<file path="src/design/bffa_pkg.sv">
// Package for the first-fit sector allocator: beat structs, bitmap geometry
// constants and action codes. Depends on nothing.
`default_nettype none
package bffa_pkg;

  // Bitmap geometry
  localparam int BITMAP_SECTORS = 16;
  localparam int SECTOR_BYTES   = 16;
  localparam int STORE_BYTES    = 256;
  localparam int SCAN_PROD      = BITMAP_SECTORS * SECTOR_BYTES;
  localparam int SCAN_BYTES     = (SCAN_PROD > STORE_BYTES) ? STORE_BYTES : SCAN_PROD;

  // Memory organization: eight bitmap bytes per row, first byte in the top lane
  localparam int ROW_BYTES = 8;
  localparam int ROW_BITS  = ROW_BYTES * 8;
  localparam int ROWS      = STORE_BYTES / ROW_BYTES;
  localparam int ROW_AW    = $clog2(ROWS);
  localparam int LANE_W    = $clog2(ROW_BYTES);
  localparam int POS_W     = $clog2(ROW_BITS);
  localparam int LAST_ROW  = (SCAN_BYTES - 1) / ROW_BYTES;
  localparam int IDX_W     = ROW_AW + LANE_W + 1;
  localparam int SECTOR_W  = 11;

  // Action codes
  localparam logic ACT_ALLOC = 1'b0;
  localparam logic ACT_WRITE = 1'b1;

  typedef struct packed {
    logic       action;
    logic [7:0] byte_addr;
    logic [7:0] byte_value;
  } in_t;

  typedef struct packed {
    logic [SECTOR_W-1:0] sector;
    logic                ok;
  } out_t;

endpackage
`default_nettype wire

</file>
<file path="src/design/bitmap_first_free_allocator_top.sv">
// First-fit sector allocator over a 2048-bit free-sector bitmap.
// Depends on bffa_pkg for beat structs, geometry and action codes.
//
//   channel   ports                      handshake
//   input     start, busy, in_data       beat taken when start && !busy
//   result    out_strobe, out_data       one cycle per beat, no back-pressure
//
// The bitmap sits in a 32 x 64-bit synchronous RAM (one read, one write port).
// A byte write goes from accept to result through row read, merge and write back.
// An allocation reads one row per cycle with the check of the previous row
// overlapped, and ends at the first row that holds a free bit, or with a
// failed result after the last row when the scanned range is full.
// Reset clears 32 per-row valid flags at once; a row never written reads as zero,
// so no clearing pass is needed. busy is low again in the cycle of the result.
`default_nettype none
module bitmap_first_free_allocator_top (
  input  wire              clk,
  input  wire              rst_n,
  input  wire              start,
  output logic             busy,
  input  bffa_pkg::in_t    in_data,
  output logic             out_strobe,
  output bffa_pkg::out_t   out_data
);

  typedef enum logic [1:0] {
    ST_IDLE,
    ST_WRITE,
    ST_SCAN
  } state_t;

  // Control and payload registers
  state_t                        state_r, state_nxt;
  logic [bffa_pkg::ROW_AW-1:0]   row_r, row_nxt;
  logic [bffa_pkg::LANE_W-1:0]   lane_r, lane_nxt;
  logic [7:0]                    wbyte_r, wbyte_nxt;
  logic                          out_strobe_r, out_strobe_nxt;
  bffa_pkg::out_t                out_data_r, out_data_nxt;

  // Bitmap store
  logic [bffa_pkg::ROW_BITS-1:0] mem [bffa_pkg::ROWS];
  logic [bffa_pkg::ROWS-1:0]     vld_r;
  logic [bffa_pkg::ROW_BITS-1:0] rd_data_r;
  logic                          rd_vld_r;
  logic [bffa_pkg::ROW_AW-1:0]   rd_addr;
  logic                          wr_en;
  logic [bffa_pkg::ROW_AW-1:0]   wr_addr;
  logic [bffa_pkg::ROW_BITS-1:0] wr_data;

  // Row examination
  logic [bffa_pkg::ROW_BITS-1:0] eff_row;
  logic [bffa_pkg::ROW_BITS-1:0] scan_row;
  logic [bffa_pkg::ROW_BITS-1:0] merged_row;
  logic [bffa_pkg::IDX_W-1:0]    byte_idx;
  logic                          found;
  logic [bffa_pkg::POS_W-1:0]    pos;
  logic                          start_acc;

  assign start_acc = start && (state_r == ST_IDLE);
  assign busy       = (state_r != ST_IDLE);
  assign out_strobe = out_strobe_r;
  assign out_data   = out_data_r;

  // Treat a never-written row as all free
  assign eff_row = rd_vld_r ? rd_data_r : '0;

  // Mask bytes past the scanned range as full, then find the first clear bit
  always_comb begin
    scan_row = eff_row;
    byte_idx = '0;
    for (int j = 0; j < bffa_pkg::ROW_BYTES; j++) begin
      byte_idx = {1'b0, row_r, bffa_pkg::LANE_W'(j)};
      if (byte_idx >= bffa_pkg::IDX_W'(bffa_pkg::SCAN_BYTES)) begin
        scan_row[bffa_pkg::ROW_BITS-1-8*j -: 8] = 8'hFF;
      end
    end
    found = ~&scan_row;
    pos   = '0;
    // lowest sector sits at the top bit; last hit in this order wins
    for (int k = bffa_pkg::ROW_BITS - 1; k >= 0; k--) begin
      if (!scan_row[bffa_pkg::ROW_BITS-1-k]) begin
        pos = bffa_pkg::POS_W'(k);
      end
    end
  end

  // Replace one byte lane for a bitmap byte write
  always_comb begin
    merged_row = eff_row;
    for (int j = 0; j < bffa_pkg::ROW_BYTES; j++) begin
      if (lane_r == bffa_pkg::LANE_W'(j)) begin
        merged_row[bffa_pkg::ROW_BITS-1-8*j -: 8] = wbyte_r;
      end
    end
  end

  // Sequence reads, write-backs and results
  always_comb begin
    state_nxt      = state_r;
    row_nxt        = row_r;
    lane_nxt       = lane_r;
    wbyte_nxt      = wbyte_r;
    out_strobe_nxt = 1'b0;
    out_data_nxt   = out_data_r;
    rd_addr        = row_r + bffa_pkg::ROW_AW'(1);
    wr_en          = 1'b0;
    wr_addr        = row_r;
    wr_data        = merged_row;

    case (state_r)
      ST_IDLE: begin
        if (start_acc) begin
          if (in_data.action == bffa_pkg::ACT_WRITE) begin
            rd_addr   = in_data.byte_addr[7:bffa_pkg::LANE_W];
            row_nxt   = in_data.byte_addr[7:bffa_pkg::LANE_W];
            lane_nxt  = in_data.byte_addr[bffa_pkg::LANE_W-1:0];
            wbyte_nxt = in_data.byte_value;
            state_nxt = ST_WRITE;
          end else begin
            rd_addr   = '0;
            row_nxt   = '0;
            state_nxt = ST_SCAN;
          end
        end
      end
      ST_WRITE: begin
        wr_en          = 1'b1;
        wr_data        = merged_row;
        out_strobe_nxt = 1'b1;
        out_data_nxt   = '{sector: '0, ok: 1'b1};
        state_nxt      = ST_IDLE;
      end
      ST_SCAN: begin
        // check the row arriving now while the next one is read
        if (found) begin
          wr_en          = 1'b1;
          wr_data        = eff_row | ({1'b1, {(bffa_pkg::ROW_BITS-1){1'b0}}} >> pos);
          out_strobe_nxt = 1'b1;
          out_data_nxt   = '{sector: {row_r, pos}, ok: 1'b1};
          state_nxt      = ST_IDLE;
        end else if (row_r == bffa_pkg::ROW_AW'(bffa_pkg::LAST_ROW)) begin
          out_strobe_nxt = 1'b1;
          out_data_nxt   = '{sector: '0, ok: 1'b0};
          state_nxt      = ST_IDLE;
        end else begin
          row_nxt = row_r + bffa_pkg::ROW_AW'(1);
        end
      end
      default: begin
        state_nxt = ST_IDLE;
      end
    endcase
  end

  // Hold state and registered outputs
  always_ff @(posedge clk) begin
    if (!rst_n) begin
      state_r      <= ST_IDLE;
      out_strobe_r <= 1'b0;
      vld_r        <= '0;
      rd_vld_r     <= 1'b0;
    end else begin
      state_r      <= state_nxt;
      out_strobe_r <= out_strobe_nxt;
      rd_vld_r     <= vld_r[rd_addr];
      if (wr_en) begin
        vld_r[wr_addr] <= 1'b1;
      end
    end
    row_r      <= row_nxt;
    lane_r     <= lane_nxt;
    wbyte_r    <= wbyte_nxt;
    out_data_r <= out_data_nxt;
  end

  // Bitmap RAM: one write port, one registered read port
  always_ff @(posedge clk) begin
    if (wr_en) begin
      mem[wr_addr] <= wr_data;
    end
    rd_data_r <= mem[rd_addr];
  end

endmodule
`default_nettype wire
</file>
<file path="config.mk">
export PLATFORM = sky130hd
export DESIGN_NAME = bitmap_first_free_allocator_top
export DESIGN_NICKNAME = d
export VERILOG_FILES = /design/src/design/bffa_pkg.sv /design/src/design/bitmap_first_free_allocator_top.sv
export SDC_FILE = /design/constraint.sdc
export NUM_CORES = 2
export LEC_CHECK = 0
export ABC_AREA = 1
export BUFFER_PORTS_ARGS = -buffer_cell sky130_fd_sc_hd__buf_2
export CORE_MARGIN = 2
export CORE_UTILIZATION = 40
export DETAILED_ROUTE_END_ITERATION = 8
export PLACE_DENSITY = 0.64
export REMOVE_ABC_BUFFERS = 1
export SLEW_MARGIN = 30
export SYNTH_ARGS = -nofsm -noshare
export SYNTH_HDL_FRONTEND = slang
export SYNTH_SLANG_ARGS = --single-unit
</file>
<file path="constraint.sdc">
create_clock -name clk -period 17 [get_ports clk]
set_input_delay 3.4 -clock clk [delete_from_list [all_inputs] [get_ports clk]]
set_output_delay 3.4 -clock clk [all_outputs]
set_load 0.01 [all_outputs]
</file>
==> impl_metrics.ini <==
[synth]
synth-edff-count = 2076
ys_top_cells_by_count = sky130_fd_sc_hd__edfxtp_1 (2076), sky130_fd_sc_hd__nor2_1 (1499), sky130_fd_sc_hd__o21ai_0 (1313)
postSynth.asyncResetShare = 0
synth.lib_cells_used.distinct = 36
post_synth_instance_area_sq_um = 86200
synth_top_area_cell = sky130_fd_sc_hd__edfxtp_1
synth_area_leaders = sky130_fd_sc_hd__edfxtp_1 (72%), sky130_fd_sc_hd__o21ai_0 (7.6%), sky130_fd_sc_hd__nor2_1 (6.5%)
synthesis.area_per_instance_sq_um = 12.7
ys_warn_count = 0
synthesized_netlist_cell_count = 6788
yosysMostFrequentCell = sky130_fd_sc_hd__edfxtp_1
yosys.area.top_type_share = 0.723
dominantRegCellSynth = sky130_fd_sc_hd__edfxtp_1
number_of_storage_elements_in_the_synthesis_netlist = 2176
synth-seq-area-share = 0.746

[setup_path]
crit_arrival_ns = 9.22
critical_path.most_common_cell = sky130_fd_sc_hd__nand2_1
cpMaxStageDelayCell = sky130_fd_sc_hd__a21oi_4
worstPathRequired_ns = 17.53
worstRegToRegCells = 67
worst-setup-path-type = flip-flop to flip-flop
critical_path_peak_fanout = 32
start_kind = flip-flop
critical_path.endpoint_type = flip-flop
slowest_delay_ns = 0.72

[timing]
final.setup.tns_ns = 0
slew_headroom = 0.284
timing.final.crit_period_ns = 8.69
final-max-slew-violation-count = 0
fmax_mhz = 115
period_share = 0.511
rsz_0062_raised_after_global_routing = no
fin_hold_ws_ns = 0.458
actual_transition_at_the_worst_max_transition_pin_ns = 1.07
report.final.hold_viol_count = 0
finalWorstSetupSlack_ns = 8.31
number_of_endpoints_failing_setup_at_the_final_stage = 0
finalClockSkew_ns = 0.0819

[status]
outcome = complete, no violations

[clock_network]
clk_transition_reported_paths_ns = 0.06
ctsHoldBuffers = 0
cts_setup_buffers = 0
ctsHtreeMaxLevel = 4
cts_root_buf = sky130_fd_sc_hd__clkbuf_16
postCtsResizedCells = 0
worstSkewPairLatency_ns = 0.87
clock_path_buffers = 3
numCtsBuffers = 211
tritoncts_num_sinks = 2176
cts_tree = done

[routing]
route.detailed.drc = 0
routed_vias_inst = 6.05
detailedRoute.firstPassIterationCount = 6
route.vias.total = 58700
post_drt_wl_per_cell_um = 27.4
detailedRoute.firstIterationViolations = 8504
drtAntennaViolNets = 0
totalWireLength_um = 266000

[grt]
largest_net_degree_at_the_start_of_global_routing = 179
first_pass_grt_wire_length_um = 381000
initial_antenna_violation_count = 6
via_count_of_the_first_global_routing_pass = 55300
grt.total_usage = 0.237
total_congestion_overflow = 0

[power]
switching_share = 0.286
share_seq_of_total_power = 0.482
clockPowerShare = 0.352
vdd.ir_drop.worst_mv = 0.0925
power.internal_mw = 9.47
p_leak_nw = 30.9
p_sw_mw = 3.79
power_frac_comb = 0.167
power-per-cell-area_nw_per_um2 = 137

[die]
initial_core_util = 0.402
floorplan.die.width_um = 468
design.core.area_sq_um = 214000
rows = 170
top_level_ports = 34
dieHeight_um = 468
dieArea_sq_um = 219000

[flow_run]
drv_cap = 0

[final_layout]
area_growth_pct = 12.7
design_area_sq_um = 97100
drive_gt1_frac = 0.0966
utilization = 0.453
nNetsFinal = 6717

[min_path]
worst_hold_path.num_cells = 1
hold_path.class = flip-flop to flip-flop

[placed_design]
place_ws_ns = 8.71
place_area_sq_um = 90200
numPortBuffers = 33
routability_cong = 0.893
place.detailed.hpwl_um = 130000
[worst max-delay path, delay by kind of cell, from the launching register on]
kind	cells	cell delay, ns
AND/OR/NAND/NOR	65	7.09
buffers and inverters	1	0.09
flip-flops	1	0.39
AO/OA/AOI/OAI	1	0.72
[power groups by stage]
stage | logic [mW] | clock network, mW | registers, mW
2_1_floorplan | 1.74 | 0 | 6.43
3_3_place_gp | 2.08 | 0 | 6.50
3_5_place_dp | 2.15 | 0 | 6.49
4_1_cts | 2.16 | 4.69 | 6.38
5_1_grt | 2.38 | 4.90 | 6.39
6_report | 2.21 | 4.66 | 6.39
[final cells by class]
| class | count | area (sq um) |
|---|---|---|
| Antenna cell | 1 | 2.50 |
| Clock buffer | 301 | 5950 |
| Timing Repair Buffer | 165 | 1330 |
| Clock inverter | 96 | 940 |
| Inverter | 108 | 443 |
| Fill cell | 18900 | 117000 |
| Sequential cell | 2176 | 64300 |
| Multi-Input combinational cell | 4027 | 20600 |
| Tap cell | 2838 | 3550 |
[cell usage in the layout (no fill, tap or decap), drive strengths merged, types with 2 or more instances in the layout]
| cell | synthesis | layout |
|---|---|---|
| a31oi | 4 | 4 |
| nand3 | 85 | 85 |
| dfxtp | 100 | 100 |
| o21bai | 4 | 4 |
| nor3 | 10 | 10 |
| ha | 8 | 8 |
| o211ai | 5 | 5 |
| inv | 104 | 108 |
| a21oi | 64 | 64 |
| o21a | 33 | 33 |
| nor2 | 1515 | 1515 |
| o221ai | 4 | 4 |
| nor4 | 2 | 2 |
| clkbuf | 461 | 301 |
| a31o | 2 | 2 |
| o22ai | 643 | 643 |
| bufinv | 0 | 13 |
| clkinv | 4 | 78 |
| nand4 | 5 | 5 |
| buf | 16 | 165 |
| edfxtp | 2076 | 2076 |
| clkinvlp | 0 | 5 |
| a211oi | 56 | 56 |
| mux2 | 63 | 63 |
| nand2 | 202 | 202 |
| o21ai | 1318 | 1318 |
[sequential cells by signal, summed over array words and instances, names as in the netlist]
signal and cells:
wbyte_r 8, out_strobe 1, state_r 2, rd_vld_r 1
rd_data_r 64, lane_r 3, row_r 5, out_data 12
mem 2048, vld_r 32
[routing by layer]
layer  up-vias  GRT usage  part of all wire
met5         -          0          0.000041
met4         2      0.107             0.047
met3       647     0.0454              0.11
met2      3637      0.371              0.46
met1     29500      0.320              0.39
li1      25000          -                 -
[final timing paths]
kind                              startpoint     endpoint  slack [ns]
worst max-delay path            rd_data_r[0]  mem[23][38]        8.31
worst min register to register     vld_r[23]    vld_r[23]        0.46
worst min-delay path               vld_r[23]    vld_r[23]        0.46
worst max register to register  rd_data_r[0]  mem[23][38]        8.31
[stage by stage]
step | power, mW | cells
2_1_floorplan | 8.17 | 6311
3_3_place_gp | 8.59 | 9311
3_5_place_dp | 8.64 | 9314
4_1_cts | 13.2 | 9711
5_1_grt | 13.7 | 9711
6_report | 13.3 | 9712
[kinds of logic (layout without fill, tap and decap cells)]
logic type               count (synthesis)  after routing  synth area share
flip-flops                            2176           2176             0.746
AO/OA/AOI/OAI                         2134           2134             0.136
AND/OR/NAND/NOR                       1821           1821            0.0819
buffers and inverters                  585            670            0.0257
multiplexers                            63             63           0.00823
adder cells (fa/ha/maj)                  8              8           0.00116
XOR/XNOR                                 1              1          0.000102
other                                    0              1                 0
(Power assumes the default switching activity.)
